`config.mk`:
```
export PLATFORM = sky130hd
export DESIGN_NAME = playfair_digraph_cipher
export DESIGN_NICKNAME = d
export VERILOG_FILES = /design/src/design/pfc_pkg.sv /design/src/design/pfc_datapath.sv /design/src/design/pfc_control.sv /design/src/design/playfair_digraph_cipher.sv
export SDC_FILE = /design/constraint.sdc
export NUM_CORES = 1
export LEC_CHECK = 0
export BUFFER_PORTS_ARGS = -buffer_cell sky130_fd_sc_hd__clkbuf_2
export CAP_MARGIN = 25
export CORE_MARGIN = 4
export CORE_UTILIZATION = 31
export DETAILED_ROUTE_END_ITERATION = 8
export GPL_ROUTABILITY_DRIVEN = 0
export PLACE_DENSITY = 0.46
export SLEW_MARGIN = 25
export SYNTH_ARGS = -nofsm -noshare
export SYNTH_HDL_FRONTEND = slang
export SYNTH_HIERARCHICAL = 1
export SYNTH_SLANG_ARGS = --single-unit
```
`constraint.sdc`:
```
create_clock -name clock -period 6.5 [get_ports clock]
set_input_delay 0.325 -clock clock [delete_from_list [all_inputs] [get_ports clock]]
set_output_delay 0.325 -clock clock [all_outputs]
set_load 0.01 [all_outputs]
```
`src/design/pfc_pkg.sv`:
```
`default_nettype none

package pfc_pkg;

   localparam int SIDE     = 5;
   localparam int CELLS    = SIDE * SIDE;
   localparam int NLETTERS = 26;
   localparam int LETTER_W = 5;
   localparam int CELL_W   = $clog2(CELLS + 1);
   localparam int COORD_W  = $clog2(SIDE);

   typedef logic [LETTER_W-1:0] letter_type;
   typedef logic [CELL_W-1:0]   cell_type;
   typedef logic [COORD_W-1:0]  coord_type;

   localparam letter_type CODE_I    = letter_type'(8);
   localparam letter_type CODE_J    = letter_type'(9);
   localparam letter_type CODE_Q    = letter_type'(16);
   localparam letter_type CODE_X    = letter_type'(23);
   localparam letter_type CODE_LAST = letter_type'(NLETTERS - 1);

   // request kinds carried on tuser
   localparam logic REQ_KEY  = 1'b0;
   localparam logic REQ_TEXT = 1'b1;

   typedef struct packed {
      logic accept;
      logic key_place;
      logic walk_start;
      logic walk_place;
      logic step;
      logic out_first;
      logic out_second;
   } dp_cmd_type;

   typedef struct packed {
      logic item_last;
      logic step_pair;
      logic step_done;
      logic walk_end;
      logic rsp_free;
   } dp_status_type;

   function automatic coord_type cell_row(cell_type p);
      coord_type r;
      r = '0;
      for (int i = 1; i < SIDE; i++) begin
         if (p >= cell_type'(i * SIDE)) r = coord_type'(i);
      end
      return r;
   endfunction

   function automatic coord_type cell_col(cell_type p);
      cell_type base;
      base = cell_type'(int'(cell_row(p)) * SIDE);
      return coord_type'(p - base);
   endfunction

   function automatic cell_type cell_at(coord_type r, coord_type c);
      return cell_type'(int'(r) * SIDE + int'(c));
   endfunction

   function automatic coord_type next_coord(coord_type c);
      return (c == coord_type'(SIDE - 1)) ? '0 : c + 1'b1;
   endfunction

   function automatic letter_type filler_for(letter_type code);
      return (code == CODE_X) ? CODE_Q : CODE_X;
   endfunction

endpackage

`default_nettype wire

```
`src/design/pfc_datapath.sv`:
```
`default_nettype none

module pfc_datapath (
   input  wire                      clock,
   input  wire                      reset,
   input  wire pfc_pkg::letter_type req_letter,
   input  wire                      req_last,
   input  wire                      rsp_tready,
   input  wire pfc_pkg::dp_cmd_type cmd,
   output pfc_pkg::dp_status_type   status,
   output logic                     rsp_valid,
   output pfc_pkg::letter_type      rsp_letter,
   output logic                     rsp_last,
   output logic                     rsp_end
);
   import pfc_pkg::*;

   // item registers
   letter_type item_code_ff;
   logic       item_ok_ff, item_last_ff, consumed_ff;

   // square build state
   logic [NLETTERS-1:0] mask_ff, mask_in;
   cell_type            fill_ff, fill_in;
   letter_type          walk_ff;

   // open pair
   letter_type pend_ff;
   logic       pv_ff;

   // pair under encryption
   letter_type pa_ff, pb_ff;
   logic       pair_final_ff, pair_end_ff;

   // memories with reset-valid bits
   cell_type            pos_mem [NLETTERS];
   logic [NLETTERS-1:0] pos_vld_ff;
   letter_type          sq_mem [CELLS];
   logic [CELLS-1:0]    sq_vld_ff;

   cell_type   pos_a_ff, pos_b_ff;
   logic       pos_va_ff, pos_vb_ff;
   cell_type   o1_ff, o2_ff;
   letter_type sq1_ff, sq2_ff;
   logic       sq_v1_ff, sq_v2_ff;

   logic       rsp_valid_ff, rsp_last_ff, rsp_end_ff;
   letter_type rsp_letter_ff;

   // placement
   letter_type place_code;
   logic       place_try, restart, place_en;
   logic [NLETTERS-1:0] mask_eff;
   cell_type   fill_eff;

   always_comb begin
      place_code = cmd.walk_place ? walk_ff : item_code_ff;
      place_try  = (cmd.key_place & item_ok_ff) | (cmd.walk_place & (walk_ff != CODE_J));
      restart    = cmd.key_place & item_ok_ff & (fill_ff == cell_type'(CELLS));
      mask_eff   = restart ? '0 : mask_ff;
      fill_eff   = restart ? '0 : fill_ff;
      place_en   = place_try && !mask_eff[place_code] && (fill_eff != cell_type'(CELLS));
      mask_in    = mask_eff;
      fill_in    = fill_eff;
      if (place_en) begin
         mask_in[place_code] = 1'b1;
         fill_in             = fill_eff + 1'b1;
      end
   end

   // pairing
   logic       eq, step_pair, step_done, step_final;
   letter_type step_b;

   always_comb begin
      eq = (pend_ff == item_code_ff);
      if (!consumed_ff) begin
         step_pair  = item_ok_ff & pv_ff;
         step_b     = eq ? filler_for(pend_ff) : item_code_ff;
         step_final = !(item_last_ff & eq);
      end else begin
         step_pair  = item_last_ff & pv_ff;
         step_b     = filler_for(pend_ff);
         step_final = 1'b1;
      end
      step_done = consumed_ff & !(item_last_ff & pv_ff);
   end

   // encryption rules
   cell_type  p1, p2, o1, o2;
   coord_type r1, c1, r2, c2;

   always_comb begin
      p1 = (pos_va_ff && pos_a_ff < cell_type'(CELLS)) ? pos_a_ff : '0;
      p2 = (pos_vb_ff && pos_b_ff < cell_type'(CELLS)) ? pos_b_ff : '0;
      r1 = cell_row(p1);
      c1 = cell_col(p1);
      r2 = cell_row(p2);
      c2 = cell_col(p2);
      if (r1 == r2) begin
         o1 = cell_at(r1, next_coord(c1));
         o2 = cell_at(r2, next_coord(c2));
      end else if (c1 == c2) begin
         o1 = cell_at(next_coord(r1), c1);
         o2 = cell_at(next_coord(r2), c2);
      end else begin
         o1 = cell_at(r1, c2);
         o2 = cell_at(r2, c1);
      end
   end

   // control-side registers
   always_ff @(posedge clock) begin
      if (reset) begin
         mask_ff      <= '0;
         fill_ff      <= '0;
         pv_ff        <= 1'b0;
         pend_ff      <= '0;
         consumed_ff  <= 1'b0;
         pos_vld_ff   <= '0;
         sq_vld_ff    <= '0;
         rsp_valid_ff <= 1'b0;
      end else begin
         if (cmd.key_place || cmd.walk_place) begin
            mask_ff <= mask_in;
            fill_ff <= fill_in;
         end
         if (place_en) begin
            pos_vld_ff[place_code] <= 1'b1;
            sq_vld_ff[fill_eff]    <= 1'b1;
         end
         if (cmd.accept) consumed_ff <= 1'b0;
         if (cmd.step) begin
            consumed_ff <= 1'b1;
            if (!consumed_ff) begin
               if (item_ok_ff) begin
                  if (!pv_ff) begin
                     pend_ff <= item_code_ff;
                     pv_ff   <= 1'b1;
                  end else if (eq) begin
                     pend_ff <= item_code_ff;
                  end else begin
                     pv_ff <= 1'b0;
                  end
               end
            end else if (item_last_ff) begin
               pv_ff   <= 1'b0;
               pend_ff <= '0;
            end
         end
         if (cmd.out_first || cmd.out_second) rsp_valid_ff <= 1'b1;
         else if (rsp_tready) rsp_valid_ff <= 1'b0;
      end
   end

   // payload registers and memories
   always_ff @(posedge clock) begin
      if (cmd.accept) begin
         item_code_ff <= (req_letter == CODE_J) ? CODE_I : req_letter;
         item_ok_ff   <= (req_letter < letter_type'(NLETTERS));
         item_last_ff <= req_last;
      end
      if (cmd.walk_start) walk_ff <= '0;
      else if (cmd.walk_place) walk_ff <= walk_ff + 1'b1;
      if (place_en) begin
         sq_mem[fill_eff]    <= place_code;
         pos_mem[place_code] <= fill_eff;
      end
      if (cmd.step && step_pair) begin
         pa_ff         <= pend_ff;
         pb_ff         <= step_b;
         pair_final_ff <= step_final;
         pair_end_ff   <= step_final & item_last_ff;
      end
      pos_a_ff  <= pos_mem[pa_ff];
      pos_b_ff  <= pos_mem[pb_ff];
      pos_va_ff <= pos_vld_ff[pa_ff];
      pos_vb_ff <= pos_vld_ff[pb_ff];
      o1_ff     <= o1;
      o2_ff     <= o2;
      sq1_ff    <= sq_mem[o1_ff];
      sq2_ff    <= sq_mem[o2_ff];
      sq_v1_ff  <= sq_vld_ff[o1_ff];
      sq_v2_ff  <= sq_vld_ff[o2_ff];
      if (cmd.out_first) begin
         rsp_letter_ff <= sq_v1_ff ? sq1_ff : '0;
         rsp_last_ff   <= 1'b0;
         rsp_end_ff    <= 1'b0;
      end else if (cmd.out_second) begin
         rsp_letter_ff <= sq_v2_ff ? sq2_ff : '0;
         rsp_last_ff   <= pair_final_ff;
         rsp_end_ff    <= pair_end_ff;
      end
   end

   assign status.item_last = item_last_ff;
   assign status.step_pair = step_pair;
   assign status.step_done = step_done;
   assign status.walk_end  = (walk_ff == CODE_LAST);
   assign status.rsp_free  = !rsp_valid_ff || rsp_tready;

   assign rsp_valid  = rsp_valid_ff;
   assign rsp_letter = rsp_letter_ff;
   assign rsp_last   = rsp_last_ff;
   assign rsp_end    = rsp_end_ff;

endmodule

`default_nettype wire

```
`src/design/pfc_control.sv`:
```
`default_nettype none

module pfc_control (
   input  wire                         clock,
   input  wire                         reset,
   input  wire                         req_tvalid,
   input  wire                         req_kind,
   input  wire pfc_pkg::dp_status_type status,
   output logic                        req_tready,
   output pfc_pkg::dp_cmd_type         cmd
);
   import pfc_pkg::*;

   localparam logic [3:0] S_IDLE = 4'd0;
   localparam logic [3:0] S_KEY  = 4'd1;
   localparam logic [3:0] S_WALK = 4'd2;
   localparam logic [3:0] S_STEP = 4'd3;
   localparam logic [3:0] S_POS  = 4'd4;
   localparam logic [3:0] S_CELL = 4'd5;
   localparam logic [3:0] S_SQR  = 4'd6;
   localparam logic [3:0] S_OUT1 = 4'd7;
   localparam logic [3:0] S_OUT2 = 4'd8;

   logic [3:0] state_ff, state_in;

   always_comb begin
      state_in   = state_ff;
      cmd        = '0;
      req_tready = 1'b0;
      case (state_ff)
         S_IDLE: begin
            req_tready = 1'b1;
            if (req_tvalid) begin
               cmd.accept = 1'b1;
               state_in   = (req_kind == REQ_KEY) ? S_KEY : S_STEP;
            end
         end
         S_KEY: begin
            cmd.key_place  = 1'b1;
            cmd.walk_start = 1'b1;
            state_in       = status.item_last ? S_WALK : S_IDLE;
         end
         S_WALK: begin
            cmd.walk_place = 1'b1;
            if (status.walk_end) state_in = S_IDLE;
         end
         S_STEP: begin
            cmd.step = 1'b1;
            if (status.step_pair) state_in = S_POS;
            else if (status.step_done) state_in = S_IDLE;
         end
         S_POS:  state_in = S_CELL;
         S_CELL: state_in = S_SQR;
         S_SQR:  state_in = S_OUT1;
         S_OUT1: begin
            if (status.rsp_free) begin
               cmd.out_first = 1'b1;
               state_in      = S_OUT2;
            end
         end
         S_OUT2: begin
            if (status.rsp_free) begin
               cmd.out_second = 1'b1;
               state_in       = S_STEP;
            end
         end
         default: state_in = S_IDLE;
      endcase
   end

   always_ff @(posedge clock) begin
      if (reset) begin
         state_ff <= S_IDLE;
      end else begin
         state_ff <= state_in;
      end
   end

endmodule

`default_nettype wire

```
`src/design/playfair_digraph_cipher.sv`:
```
// Sequence: once accepted, a pair's first letter passes the step, position, cell, square and
// first output states, with a further step state when only the end marker closes the pair; the
// second letter comes from the second output state. Intake: one request in flight. A key request
// adds an alphabet walk on the key's last letter; a text request adds the pair states for each
// pair it closes, and any output stalls; a waiting final letter does not block intake.
// Reset: synchronous, active high; clears control, placed set, fill count and open pair.
`default_nettype none

module playfair_digraph_cipher (
   input  wire        clock,
   input  wire        reset,
   // request channel
   input  wire        req_tvalid,
   output logic       req_tready,
   input  wire  [7:0] req_tdata,   // [4:0] letter, [7:5] zero
   input  wire        req_tuser,   // [0] req_type: 0 key letter, 1 plaintext letter
   input  wire        req_tlast,   // is_last
   // result channel
   output logic       rsp_tvalid,
   input  wire        rsp_tready,
   output logic [7:0] rsp_tdata,   // [4:0] cipher_letter, [7:5] zero
   output logic       rsp_tuser,   // [0] message_end
   output logic       rsp_tlast    // run_last
);
   import pfc_pkg::*;

   dp_cmd_type    cmd;
   dp_status_type status;
   letter_type    rsp_letter;

   // Sequencer: takes one request, steps the pairing logic and drives the
   // pair through the position and square memories.
   pfc_control u_control (
      .clock      (clock),
      .reset      (reset),
      .req_tvalid (req_tvalid),
      .req_kind   (req_tuser),
      .status     (status),
      .req_tready (req_tready),
      .cmd        (cmd)
   );

   // Square and letter-position memories, pairing state and the output register.
   // Cells and positions never written since reset read as letter A / cell 0.
   pfc_datapath u_datapath (
      .clock      (clock),
      .reset      (reset),
      .req_letter (req_tdata[LETTER_W-1:0]),
      .req_last   (req_tlast),
      .rsp_tready (rsp_tready),
      .cmd        (cmd),
      .status     (status),
      .rsp_valid  (rsp_tvalid),
      .rsp_letter (rsp_letter),
      .rsp_last   (rsp_tlast),
      .rsp_end    (rsp_tuser)
   );

   // pad the letter up to a whole byte
   assign rsp_tdata = {{(8 - LETTER_W){1'b0}}, rsp_letter};

endmodule

`default_nettype wire

```
======== Word-level counts from Yosys, hierarchy flattened ========
Memories as Yosys holds them, arrays and structs flattened. A register that Yosys moved wholly into a read port is not among the register bits.
Cells that the tools add are included.
storage, ports and cells
  register bits ........................... 139
  output and inout port bits .............. 12
  bits of input ports ..................... 14
  memories ................................ 2
  logic and storage cells ................. 207
  bits in writable memories ............... 255
memories
  name                depth  width  read ports  clocked after memory_dff  wr ports  line                source
  u_datapath.pos_mem  26     5      2           2                         1         pfc_datapath.sv:36  cell_type pos_mem [NLETTERS];
  u_datapath.sq_mem   25     5      2           2                         1         pfc_datapath.sv:38  letter_type sq_mem [CELLS];
cells by class
  reduce and logical (&&, ||, !) cells .... 22
  equality and inequality tests ........... 28
  bitwise operators ....................... 12
  multipliers ............................. 4
  $lt $le $gt $ge ......................... 19
  muxes and demuxes ....................... 80
  add/sub/neg operators ................... 14
operators with widths
  kind                 number
  $mux 5               20
  $mux 26              2
  $or 26x26->26        2
  $lt 5x6->1 const B   6
  $pmux 4 s9           1
  $add 5x4->5          6
  $mux 1               30
  $bmux 1 s5           5
  $or 25x25->25        1
  $mux 4               6
  $mux 3               7
  $ge 5x4->1 const B   4
  $mul 3x3->5 const B  4
  $eq 4x3->1 const B   4
  $eq 5x5->1 const B   3
  $lt 5x5->1 const B   3
  $mux 2               7
  $add 3x1->3 const B  4
  $eq 3x3->1 const B   4
  $add 5x1->5 const B  2
  $demux 1 s5          2
  $ge 5x1->1 const B   2
  $ge 5x3->1 const B   2
  $ge 5x5->1 const B   2
  23 further kinds     50

======== Logic depth before layout (Yosys ltp) ========
Gate-level depths: netlist of the first run.
  depth in word-level cells ............... 14
  mapped depth ............................ 19
  depth with buffers taken out ............ 18

======== Hierarchy ========
Netlist of the first run, hierarchy kept.
by module, submodules not included
  module                   cells each  times used  sequential area each (um^2)  area an instance (um^2)
  pfc_datapath             1397        1           11000.6                      20090.5
  pfc_control              45          1           80.1                         349.1
  playfair_digraph_cipher  4           1           0.0                          26.3

======== Least setup slack after synthesis of the first run ========
OpenSTA, ideal clock, no wires.
  path kind ............................... register to register
  start ................................... register u_datapath.pos_a_ff[3] (read register of u_datapath.pos_mem)
  end ..................................... register u_datapath.o1_ff[4]
  data arrival time ....................... 4.426 ns
  stages on the path, launching flop included .. 17
  setup time .............................. 0.115 ns
  required time ........................... 6.385 ns
  clock period less this slack ............ 4.541 ns
  slack ................................... 1.959 ns
  path buffers ............................ 1
  cells stage by stage .................... dfxtp_1 clkbuf_1 or4b_2 a21oi_1 nor3_1 ha_1 fa_1 or3_1 a211o_1 and2_1 ha_1 ha_1 a21o_1 a21oi_1 o21a_1 o211ai_1 o21a_1
between the ends
  cells in the longest elaborated chain, start to end .. 14
  elaborated cells between the ends (all ways) .. 27
  those cells by class .................... add/sub: 6; mul: 2; order compare: 5; eq/ne: 4; mux: 9; reduce/logical: 1
ends and longest elaborated chain
  element                                       line                                source
  from (decl)                                   pfc_datapath.sv:41                  cell_type pos_a_ff, pos_b_ff;
  $lt 5x5->1                                    pfc_datapath.sv:94                  p1 = (pos_va_ff && pos_a_ff < cell_type'(CELLS)) ? pos_a_ff : '0;
  $logic_and 1x1->1                             pfc_datapath.sv:94
  $mux 5 (*)                                    pfc_datapath.sv:94
  $ge 5x3->1                                    pfc_pkg.sv:48                       if (p >= cell_type'(i * SIDE)) r = coord_type'(i);
  $mux 1                                        pfc_pkg.sv:48
  $mux 2 (2 in series)                          pfc_pkg.sv:48
  $mux 3                                        pfc_pkg.sv:48
  $mul 3x3->5 (tied with other cells)           pfc_pkg.sv:55                       base = cell_type'(int'(cell_row(p)) * SIDE);
  $sub 3x3->3 / $mux 3 (equally long branches)  pfc_pkg.sv:56, pfc_pkg.sv:64
  $add 3x1->3 (tied with other cells)           pfc_pkg.sv:64                       return (c == coord_type'(SIDE - 1)) ? '0 : c + 1'b1;
  $mux 3 / $add 5x4->5 (equally long branches)  pfc_pkg.sv:64, pfc_pkg.sv:60
  $add 5x4->5 / $mux 5 (equally long branches)  pfc_pkg.sv:60, pfc_datapath.sv:103
  $mux 5 (*)                                    pfc_datapath.sv:100                 if (r1 == r2) begin
  net u_datapath.o1[4]                          pfc_datapath.sv:90                  cell_type p1, p2, o1, o2;
  to (signal assigned)                          pfc_datapath.sv:179                 o1_ff <= o1;
  to (decl)                                     pfc_datapath.sv:43                  cell_type o1_ff, o2_ff;
Mark *: on every way through the listed nets, which the timed path passes. The rest lies on a longest branch.
A chain may end at the register's enable or synchronous reset.

==> flow_summary_export.csv, run 1 <==
group,metric,value,unit
outcome,status,"complete, no violations",
timing,skew,0.0273,ns
global_route,grt_util_met3,2.39,%
cts,ctsRootBufferMaster,"clkbuf_16",
setup_path,path_cells,"nor3_1 -> and2_1 -> buf_4 -> mux2_2 -> mux4_2 -> a22oi_1 -> nand2_1 -> o31a_1 -> a211oi_1 -> nand2_1 -> nor2_1",
floorplanning,dieArea,70200,sq um
setup_path,arrival,5.18,ns
cells_and_area,final_cell_mix,"279 x edfxtp_1, 174 x mux4_2, 132 x dfxtp_1, 113 x nor2_1, 66 x a21oi_1",
global_route,grt_most_used_layer,"met2",
synth,avgSynthCellArea,14.2,sq um
setup_path,path_common_cell,"nand2_1",
cells_and_area,area_growth,13.6,%
synth,ys_seq_elements,414,
cts,post-cts-setup-buffers,0,
setup_path,slowest_delay,0.73,ns
setup_path,start_kind,"flop",
timing,period_needed,4.94,ns
synth,syn_inst,1446,
synth,synth-simple-area-share,7.81,%
timing,tns,0,ns
timing,relSlewSlack,36.9,%
timing,finalSetupViolCount,0,
cts,clk_pin_slew_worst_paths,0.06,ns
global_route,overflow,0,
synth,yosysUniqueCellTypes,80,
setup_path,cp.buffers_inverters,1,
floorplanning,ios,26,
cells_and_area,final_nets,1506,
global_route,grt_pass1_vias,12500,
cells_and_area,layout_commonest_cell,"edfxtp_1",
timing,final_hold_viol_count,0,
pwr,ir_drop,0.226,mV
cts,worstSkewPairLatency,0.60,ns
timing,fin_ws,1.56,ns
synth,synth-compound-area-share,7.84,%
setup_path,cp.required,6.74,ns
global_route,grtUsageMet1,21.2,%
cells_and_area,drive_gt1_share,27.3,%
pwr,p_total,7.25,mW
timing,tightest_slew,0.946,ns
drt,wirelength,53100,um
placement,dpl_cell_area,21400,sq um
synth,synth-edff-count,279,
synth,synth_xor_area_share,1.03,%
placement,hpwl,34800,um
synth,synth_ff_type,"edfxtp_1",
cts,cts.sinks,414,
synth,async_flop_share,0,%
synth,seq_area_frac_synth,54.1,%
floorplanning,fp.dieH,265,um
synth,yosys.area.top_type,"edfxtp_1",
setup_path,end_kind,"flop",
synth,synthAdderAreaFrac,2.92,%
timing,finalCritPeriodShare,76.0,%
global_route,grt_use_met2,24.1,%
setup_path,slowest_stage,"mux2_2",
setup_path,critPathMaxFanout,32,
floorplanning,rows,93,
drt,vias,12200,
setup_path,critPathKind,"reg -> reg",
synth,ys_top_cells_by_area,"edfxtp_1 41%, mux4_2 19%, dfxtp_1 13%",
floorplanning,core,64900,sq um
synth,ys_warn_count,6,
cts,clockBufferDepth,3,
worst_hold_path,hp-class,"in -> reg",
cells_and_area,nFillCells,6252,
cts,cts_buffers,49,
floorplanning,die_w,265,um
synth,synth_top_area_share,40.9,%
drt,ant_nets,0,
flow_run,maxCapViolCount,0,
drt,drt-pass1-iter-count,5,
setup_path,cp_top_family,"simple AND/OR/NAND/NOR gates",
global_route,antenna_found_initial,0,
cts,htree_levels,2,
synth,synth_top_family_by_area,"multiplexers",
drt,drt_iter0_drc,974,
pwr,p_per_area,312,nW/um^2
synth,synth_mux_area_share,22.9,%
placement,port_buffers,19,
timing,max_freq,0.202,GHz
global_route,grt_pass1_wl,79600,um
global_route,track_usage,14.9,%
pwr,leakagePower,7.79,nW
drt,viasPerCell,5.22,
placement,pre_cts_slack,1.52,ns
drt,wire_per_inst,22.6,um
floorplanning,start_util,31.5,%
cts,cts_resized,0,
drt,drc,0,
cts,cts_tree,"yes",
cells_and_area,final_area,23200,sq um
synth,syn_area,20500,sq um
timing,grt_setup_unrepaired,"no",
global_route,grt_max_degree,63,
timing,slew_violations,0,
[repair_timing]
item	CTS	global route
setup endpoints to repair	0	0
endpoints found under the hold margin	5	0
hold buffers	5	0
[through the flow]
step,util [%],hold WS [ns],instances
global placement,33.0,0.430,2248
floorplan,-,0.387,1448
CTS,35.8,0.0899,2345
detailed placement,33.0,0.441,2248
finish,35.8,0.136,2346
global route,35.8,0.143,2345
[registers in the layout, summed over array words and instances, names as in the netlist, 25 cells and up]
signal	cells
u_datapath/pos_mem	130
u_datapath/sq_mem	125
u_datapath/pos_vld_ff	26
u_datapath/sq_vld_ff	25
u_datapath/mask_ff	26
[worst register-to-register path, cell delays in order (launching register included)]
cell and delay, ns:
dfxtp_1 0.43, nor3_1 0.27, and2_1 0.31, buf_4 0.34, mux2_2 0.73, mux4_2 0.44, a22oi_1 0.24, nand2_1 0.19
o31a_1 0.46, a211oi_1 0.30, nand2_1 0.36, nor2_1 0.52
[power by group]
part           total [mW]  switching (mW)  leakage (nW)  internal, mW
logic                1.18           0.733          3.29         0.448
clock network        2.87            1.13         0.844          1.73
registers            3.20           0.128          3.65          3.07
total                7.25            1.99          7.79          5.26
[cell families after synthesis]
kind of cell / Yosys count
AND/OR/NAND/NOR: 314
AO/OA/AOI/OAI: 238
other: 1
flip-flops: 414
XOR/XNOR: 24
multiplexers: 244
buffers and inverters: 168
adder cells (fa/ha/maj): 43
[area by class of cell]
type / count / area [sq um] / area share (%)
Inverter: 65 / 244 / 1.05
Multi-Input combinational cell: 866 / 8730 / 37.6
Sequential cell: 414 / 11100 / 47.7
Tap cell: 855 / 1070 / 4.60
Clock inverter: 27 / 305 / 1.31
Timing Repair Buffer: 53 / 363 / 1.56
Clock buffer: 65 / 1440 / 6.20
Antenna cell: 1 / 2.50 / 0.0108
[path summary, 6_finish.rpt]
| path | startpoint | endpoint | slack, ns | depth (start not counted) |
|---|---|---|---|---|
| worst max register to register | u_control/state_ff[3] | u_datapath/pos_mem[6][3] | 1.56 | 11 |
| worst min register to register | u_datapath/mask_ff[2] | u_datapath/mask_ff[2] | 0.45 | 2 |
| worst max-delay path | u_control/state_ff[3] | u_datapath/pos_mem[6][3] | 1.56 | 11 |
| worst min-delay path | reset | u_datapath/pos_vld_ff[0] | 0.14 | 2 |
[metal layers]
metal	part of all wire, %	wire [um]	vias up
met1	47	24900	6313
met3	4.0	2140	66
met2	47	25100	242
met4	1.9	1000	0
li1	-	-	5614
met5	0	0	-
[cells in the mapped netlist, types with 9 or more instances]
library cell	instances
edfxtp_1	279
mux4_2	174
dfxtp_1	135
nor2_1	114
a21oi_1	66
nand2_1	62
inv_1	60
clkbuf_1	56
mux2_2	48
ha_1	35
o21ai_0	30
buf_1	29
mux2i_1	21
nor2b_1	20
o22ai_1	18
a211oi_1	16
nand3_1	16
nor3_1	14
and2_1	13
xnor2_1	13
a22oi_1	11
xor2_1	11
a21boi_0	10
a21o_1	9
nand2b_1	9
o21ai_1	9
(Power assumes the default switching activity.)
==> run 2: changes to the inputs <==
--- a/config.mk
+++ b/config.mk
@@ -11,7 +11,7 @@
 export CORE_UTILIZATION = 31
 export DETAILED_ROUTE_END_ITERATION = 8
 export GPL_ROUTABILITY_DRIVEN = 0
-export PLACE_DENSITY = 0.46
+export PLACE_DENSITY = 0.48
 export SLEW_MARGIN = 25
 export SYNTH_ARGS = -nofsm -noshare
 export SYNTH_HDL_FRONTEND = slang
==> constraint.sdc (replaced) <==
create_clock -name clock -period 4.21 [get_ports clock]
set_input_delay 0.2105 -clock clock [delete_from_list [all_inputs] [get_ports clock]]
set_output_delay 0.2105 -clock clock [all_outputs]
set_load 0.01 [all_outputs]
==> run 2 against run 1 <==
Effect of this change: largest cell class unchanged; core utilization rose by 0.59 points; routed wire length grew 1.9%; die area did not move; sequential share of layout area down 0.78 points; highest routed layer unchanged; critical path depth is 7 higher; critical endpoint is now u_datapath/o2_ff[4]; power grew 51%.
==> flow_summary_export.csv, run 2 (synthesis results as in run 1) <==
group,metric,value,unit
pwr,swShare,27.8,%
drt,wire_per_inst,22.5,um
pwr,pwr-share-clk,37.6,%
setup_path,start_kind,"flop",
drt,drt-pass1-iter-count,5,
pwr,p_per_area,463,nW/um^2
setup_path,r2r_start,"u_datapath/pos_b_ff[1]",
cts,ctsRootBufferMaster,"clkbuf_16",
setup_path,cp.required,4.72,ns
setup_path,crit_path_end,"u_datapath/o2_ff[4]",
global_route,track_usage,15.3,%
drt,ant_nets,0,
worst_hold_path,hp-class,"in -> reg",
timing,max_freq,0.250,GHz
setup_path,r2r_cells,18,
cells_and_area,largest_reg_flops,130,
timing,finalSetupViolCount,0,
flow_run,maxCapViolCount,0,
cts,worstSkewPairLatency,0.59,ns
cells_and_area,final_area,23600,sq um
global_route,grt_pass1_vias,13000,
floorplanning,rows,93,
cts,clockBufferDepth,3,
setup_path,critPathMaxFanout,5,
cts,cts_tree,"yes",
floorplanning,core,64900,sq um
setup_path,end_kind,"flop",
pwr,ir_drop,0.294,mV
pwr,seqPwrFrac,45.1,%
drt,wirelength,54100,um
placement,dpl_cell_area,21900,sq um
pwr,leakagePower,8.05,nW
outcome,status,"complete, no violations",
cells_and_area,reg_top3,"u_datapath/pos_mem x130, u_datapath/sq_mem x125",
global_route,grt_pass1_wl,82000,um
setup_path,critPathLaunch,"u_datapath/pos_b_ff[1]",
cells_and_area,final_nets,1564,
drt,viasPerCell,5.26,
placement,dp_cells,2306,
pwr,comb_power_share,17.3,%
timing,grt_setup_unrepaired,"no",
cts,cts_buffers,47,
timing,period_needed,4.00,ns
floorplanning,die_w,265,um
cells_and_area,area_growth,15.4,%
drt,drt_iter0_drc,926,
timing,tns,0,ns
timing,finalCritPeriodShare,94.9,%
cts,clk_pin_slew_worst_paths,0.06,ns
global_route,overflow,0,
setup_path,arrival,4.51,ns
cts,cts.sinks,414,
global_route,grt_max_degree,47,
cts,htree_levels,2,
cells_and_area,utilization,36.4,%
floorplanning,start_util,31.5,%
cells_and_area,layout_commonest_cell,"edfxtp_1",
setup_path,critPathKind,"reg -> reg",
setup_path,rr_endpoint,"u_datapath/o2_ff[4]",
pwr,p_total,10.9,mW
timing,relSlewSlack,29.6,%
setup_path,regToRegSetupSlack,0.21,ns
cells_and_area,drive_gt1_share,30.2,%
pwr,switching_power,3.04,mW
cells_and_area,largest_register,"u_datapath/pos_mem",
timing,tightest_slew,1.06,ns
timing,skew,0.0255,ns
floorplanning,ios,26,
floorplanning,dieArea,70200,sq um
drt,drc,0,
timing,slew_violations,0,
cells_and_area,final_cell_mix,"279 x edfxtp_1, 174 x mux4_2, 133 x dfxtp_1, 113 x nor2_1, 86 x buf_4",
global_route,antenna_found_initial,1,
timing,final_hold_viol_count,0,
pwr,intPower,7.91,mW
drt,vias,12600,
cells_and_area,fin_cells,2402,
placement,hpwl,35900,um
placement,port_buffers,19,
floorplanning,fp.dieH,265,um
## run 2: cell count changes in the layout (fill, tap and decap cells not counted), moves of 2 or more
cell / previous run / this run
buf_4: 29 / 86
a21oi_2: 5 / 7
a21oi_4: 0 / 2
or4b_4: 1 / 3
or4b_2: 2 / 0
clkinvlp_4: 4 / 0
clkbuf_8: 9 / 14
clkinv_1: 6 / 3
a21oi_1: 66 / 62
bufinv_16: 4 / 0
clkbuf_16: 52 / 49
buf_12: 0 / 3
clkbuf_1: 4 / 11
## run 2: how the worst min path moves through the flow
stage / from / to / slack (ns) / depth (start not counted)
final: req_tdata[0] / u_datapath/item_code_ff[0] / 0.09 / 2
after global routing: req_tdata[0] / u_datapath/item_code_ff[0] / 0.06 / 2
after CTS: req_tdata[0] / u_datapath/item_code_ff[0] / 0.04 / 2
after detailed placement: req_tlast / u_datapath/item_last_ff / 0.41 / 1
after global placement: req_tlast / u_datapath/item_last_ff / 0.41 / 1
after floorplan: reset / u_control/state_ff[0] / 0.27 / 1
## run 2: through the flow
step / hold WS, ns / worst slack [ns]
2_1_floorplan: 0.273 / 0.0157
3_3_place_gp: 0.413 / 0.0161
3_5_place_dp: 0.411 / 0.00466
4_1_cts: 0.0396 / 0.0160
5_1_grt: 0.0591 / 0.00125
6_report: 0.0915 / 0.213
## run 2: routing by layer
layer | up-vias | GRT usage (%) | share of wire [%]
met5 | - | 0 | 0
met4 | 0 | 3.04 | 1.4
met3 | 55 | 2.71 | 5.0
met2 | 275 | 25.4 | 49
met1 | 6568 | 21.2 | 45
li1 | 5729 | - | -
## run 2: power groups by stage
| stage | Clock (mW) | Combinational, mW | Sequential (mW) |
|---|---|---|---|
| global route | 4.39 | 2.05 | 4.97 |
| CTS | 4.22 | 1.91 | 4.94 |
| floorplan | 0 | 1.27 | 4.92 |
| detailed placement | 0 | 1.90 | 5.03 |
| finish | 4.11 | 1.90 | 4.94 |
| global placement | 0 | 1.88 | 5.02 |
## run 2: critical path, stage by stage, from the launching register on
cell and delay (ns):
dfxtp_1 0.31, buf_4 0.14, o21a_1 0.18, o31ai_1 0.25, or2_2 0.18, nor2_1 0.06
ha_1 0.19, fa_1 0.38, or3_4 0.39, a211oi_2 0.26, nor2_1 0.10, ha_1 0.32
ha_1 0.31, a21o_1 0.17, a21oi_2 0.14, xor2_1 0.18, xnor2_1 0.13, mux2i_1 0.09
a21oi_1 0.15
## run 2: cell type report
class / count / area (sq um)
repair buffers: 113 / 851
multi-input cells: 866 / 8790
fillers: 6211 / 41300
clock buffers: 75 / 1470
diodes: 1 / 2.50
well taps: 855 / 1070
flip-flops and latches: 414 / 11100
inverters: 65 / 244
clock inverters: 13 / 114
## run 2: timing repair
item / CTS / global route
pin swaps: 1 / 4
hold buffers: 5 / 0
endpoints found under the hold margin: 6 / 0
setup buffers: 0 / 2
setup endpoints to repair: 1 / 6
resized for setup: 0 / 11
==> run 3: changes to the inputs <==
--- a/config.mk
+++ b/config.mk
@@ -7,7 +7,7 @@
 export LEC_CHECK = 0
 export BUFFER_PORTS_ARGS = -buffer_cell sky130_fd_sc_hd__clkbuf_2
 export CAP_MARGIN = 25
-export CORE_MARGIN = 4
+export CORE_MARGIN = 1.5
 export CORE_UTILIZATION = 31
 export DETAILED_ROUTE_END_ITERATION = 8
 export GPL_ROUTABILITY_DRIVEN = 0
==> run 3 against run 2 <==
Effect of this change: worst hold slack improved by 0.056 ns; die area fell by 3.7%; core utilization fell by 0.24 points; non-clock buffer count rose by 10; sequential share of layout area fell by 0.10 points; via count barely moved; critical path type unchanged.
==> flow_summary_export.csv, run 3 (synthesis results as in run 1) <==
group,metric,value,unit
outcome,status,"complete, no violations",
floorplanning,dieArea,67600,sq um
cells_and_area,layout_commonest_cell,"edfxtp_1",
setup_path,critPathLaunch,"u_datapath/pos_a_ff[1]",
floorplanning,ios,26,
setup_path,end_kind,"flop",
cts,worstSkewPairLatency,0.60,ns
cells_and_area,diodes,0,
cells_and_area,utilization,36.1,%
timing,relSlewSlack,28.7,%
cts,clockBufferDepth,3,
placement,dp_cells,2326,
timing,max_freq,0.250,GHz
global_route,grt_max_degree,43,
setup_path,r2r_start,"u_datapath/pos_a_ff[1]",
floorplanning,core,65500,sq um
pwr,swShare,28.1,%
cells_and_area,largest_reg_flops,130,
cells_and_area,fin_cells,2420,
global_route,grt_pass1_vias,12800,
setup_path,slowest_stage,"or4b_4",
timing,final_hold_viol_count,0,
drt,drt-pass1-iter-count,5,
drt,viasPerCell,5.22,
global_route,overflow,0,
pwr,seqPwrFrac,45.3,%
timing,grt_setup_unrepaired,"yes",
pwr,leakagePower,8.05,nW
cts,cts.sinks,414,
floorplanning,rows,94,
drt,ant_nets,0,
placement,hpwl,36600,um
cells_and_area,final_nets,1575,
cts,htree_levels,2,
floorplanning,die_w,260,um
setup_path,path_cells,"or4b_4 -> a21oi_4 -> nor3_2 -> ha_1 -> fa_1 -> or3_1 -> a211o_1 -> and2_2 -> mux2_2 -> ha_1 -> nand2_1 -> o21ai_0 -> nor2_1 -> o21ai_0 -> o211ai_1",
cells_and_area,reg_top3,"u_datapath/pos_mem x130, u_datapath/sq_mem x125",
pwr,p_per_area,462,nW/um^2
pwr,switching_power,3.08,mW
global_route,grt_pass1_wl,81100,um
cells_and_area,largest_register,"u_datapath/pos_mem",
setup_path,cp_top_family,"simple AND/OR/NAND/NOR gates",
timing,finalCritPeriodShare,95.1,%
pwr,comb_power_share,17.3,%
worst_hold_path,hp-class,"in -> reg",
global_route,track_usage,16.1,%
drt,drc,0,
cts,ctsRootBufferMaster,"clkbuf_16",
pwr,intPower,7.87,mW
timing,finalSetupViolCount,0,
worst_hold_path,hold_start,"rsp_tready",
cts,cts_tree,"yes",
timing,period_needed,4.00,ns
setup_path,critPathMaxFanout,4,
global_route,antenna_found_initial,1,
drt,wire_per_inst,22.3,um
floorplanning,start_util,31.2,%
floorplanning,fp.dieH,260,um
setup_path,slowest_delay,0.55,ns
cells_and_area,final_cell_mix,"279 x edfxtp_1, 174 x mux4_2, 132 x dfxtp_1, 109 x nor2_1, 95 x buf_4",
setup_path,cp.required,4.68,ns
setup_path,arrival,4.47,ns
pwr,ir_drop,0.256,mV
drt,wirelength,53900,um
cts,clk_pin_slew_worst_paths,0.06,ns
drt,drt_iter0_drc,917,
cells_and_area,drive_gt1_share,30.7,%
pwr,pwr-share-clk,37.4,%
flow_run,maxCapViolCount,0,
placement,port_buffers,19,
cts,cts_buffers,48,
timing,skew,0.0351,ns
drt,vias,12600,
timing,tightest_slew,1.07,ns
timing,slew_violations,0,
setup_path,start_kind,"flop",
cts,post-cts-setup-buffers,0,
setup_path,cp.buffers_inverters,0,
setup_path,critPathKind,"reg -> reg",
cells_and_area,area_growth,15.7,%
run 3: cell types whose count changed in the layout (fill, tap and decap cells not counted), sizes merged:
cell         change
dlygate4sd3      +1
clkinv           +4
diode            -1
bufinv           +4
inv              +1
buf              +9
clkbuf          -16
clkinvlp         +7
run 3: timing repair:
action                                  in CTS  in global routing
endpoints found under the setup margin       0                 35
gates resized for setup                      0                 14
hold buffers                                 6                  0
endpoints found under the hold margin        7                  0
run 3: through the flow:
step | setup slack [ns] | setup TNS, ns | hold WS (ns) | power (mW) | area (sq um)
2_1_floorplan | 0.0157 | 0 | 0.273 | 6.19 | 20500
3_3_place_gp | 0.0784 | 0 | 0.394 | 6.91 | 22000
3_5_place_dp | 0.0401 | 0 | 0.400 | 6.94 | 22000
4_1_cts | 0.0224 | 0 | 0.120 | 11.1 | 23600
5_1_grt | -0.0347 | -0.0347 | 0.162 | 11.4 | 23700
6_report | 0.207 | 0 | 0.147 | 11.0 | 23700
run 3: per-layer routing:
| layer | wire length (um) | GRT usage [%] | vias up |
|---|---|---|---|
| met1 | 24700 | 22.5 | 6466 |
| met4 | 1520 | 5.23 | 0 |
| met5 | 0 | 0 | - |
| met2 | 25200 | 25.6 | 319 |
| met3 | 2490 | 2.49 | 87 |
| li1 | - | - | 5750 |
run 3: cell type report:
type                            count  area, sq um
Clock buffer                       59         1250
Clock inverter                     29          282
Fill cell                        6207        41800
Inverter                           65          244
Multi-Input combinational cell    866         8810
Sequential cell                   414        11100
Tap cell                          864         1080
Timing Repair Buffer              123          928
run 3: power by group through the flow:
| stage | Sequential, mW | Clock [mW] | Combinational [mW] |
|---|---|---|---|
| 6_report | 4.96 | 4.10 | 1.90 |
| 5_1_grt | 4.99 | 4.34 | 2.05 |
| 4_1_cts | 4.96 | 4.21 | 1.91 |
| 3_5_place_dp | 5.04 | 0 | 1.90 |
| 3_3_place_gp | 5.04 | 0 | 1.87 |
| 2_1_floorplan | 4.92 | 0 | 1.27 |
run 3: final timing paths:
path / to / slack (ns) / cells after the start
min reg2reg: u_datapath/mask_ff[25] / 0.44 / 2
max: u_datapath/o1_ff[3] / 0.21 / 15
min: u_datapath/rsp_valid / 0.15 / 3
max reg2reg: u_datapath/o1_ff[3] / 0.21 / 15
run 3: worst reg2reg max path, delay by kind of cell, from the launching register on:
kind            cells  cell delay (ns)
fa+ha+maj           3             0.92
flops               1             0.31
compound gates      5             1.01
mux                 1             0.28
simple gates        6             1.38
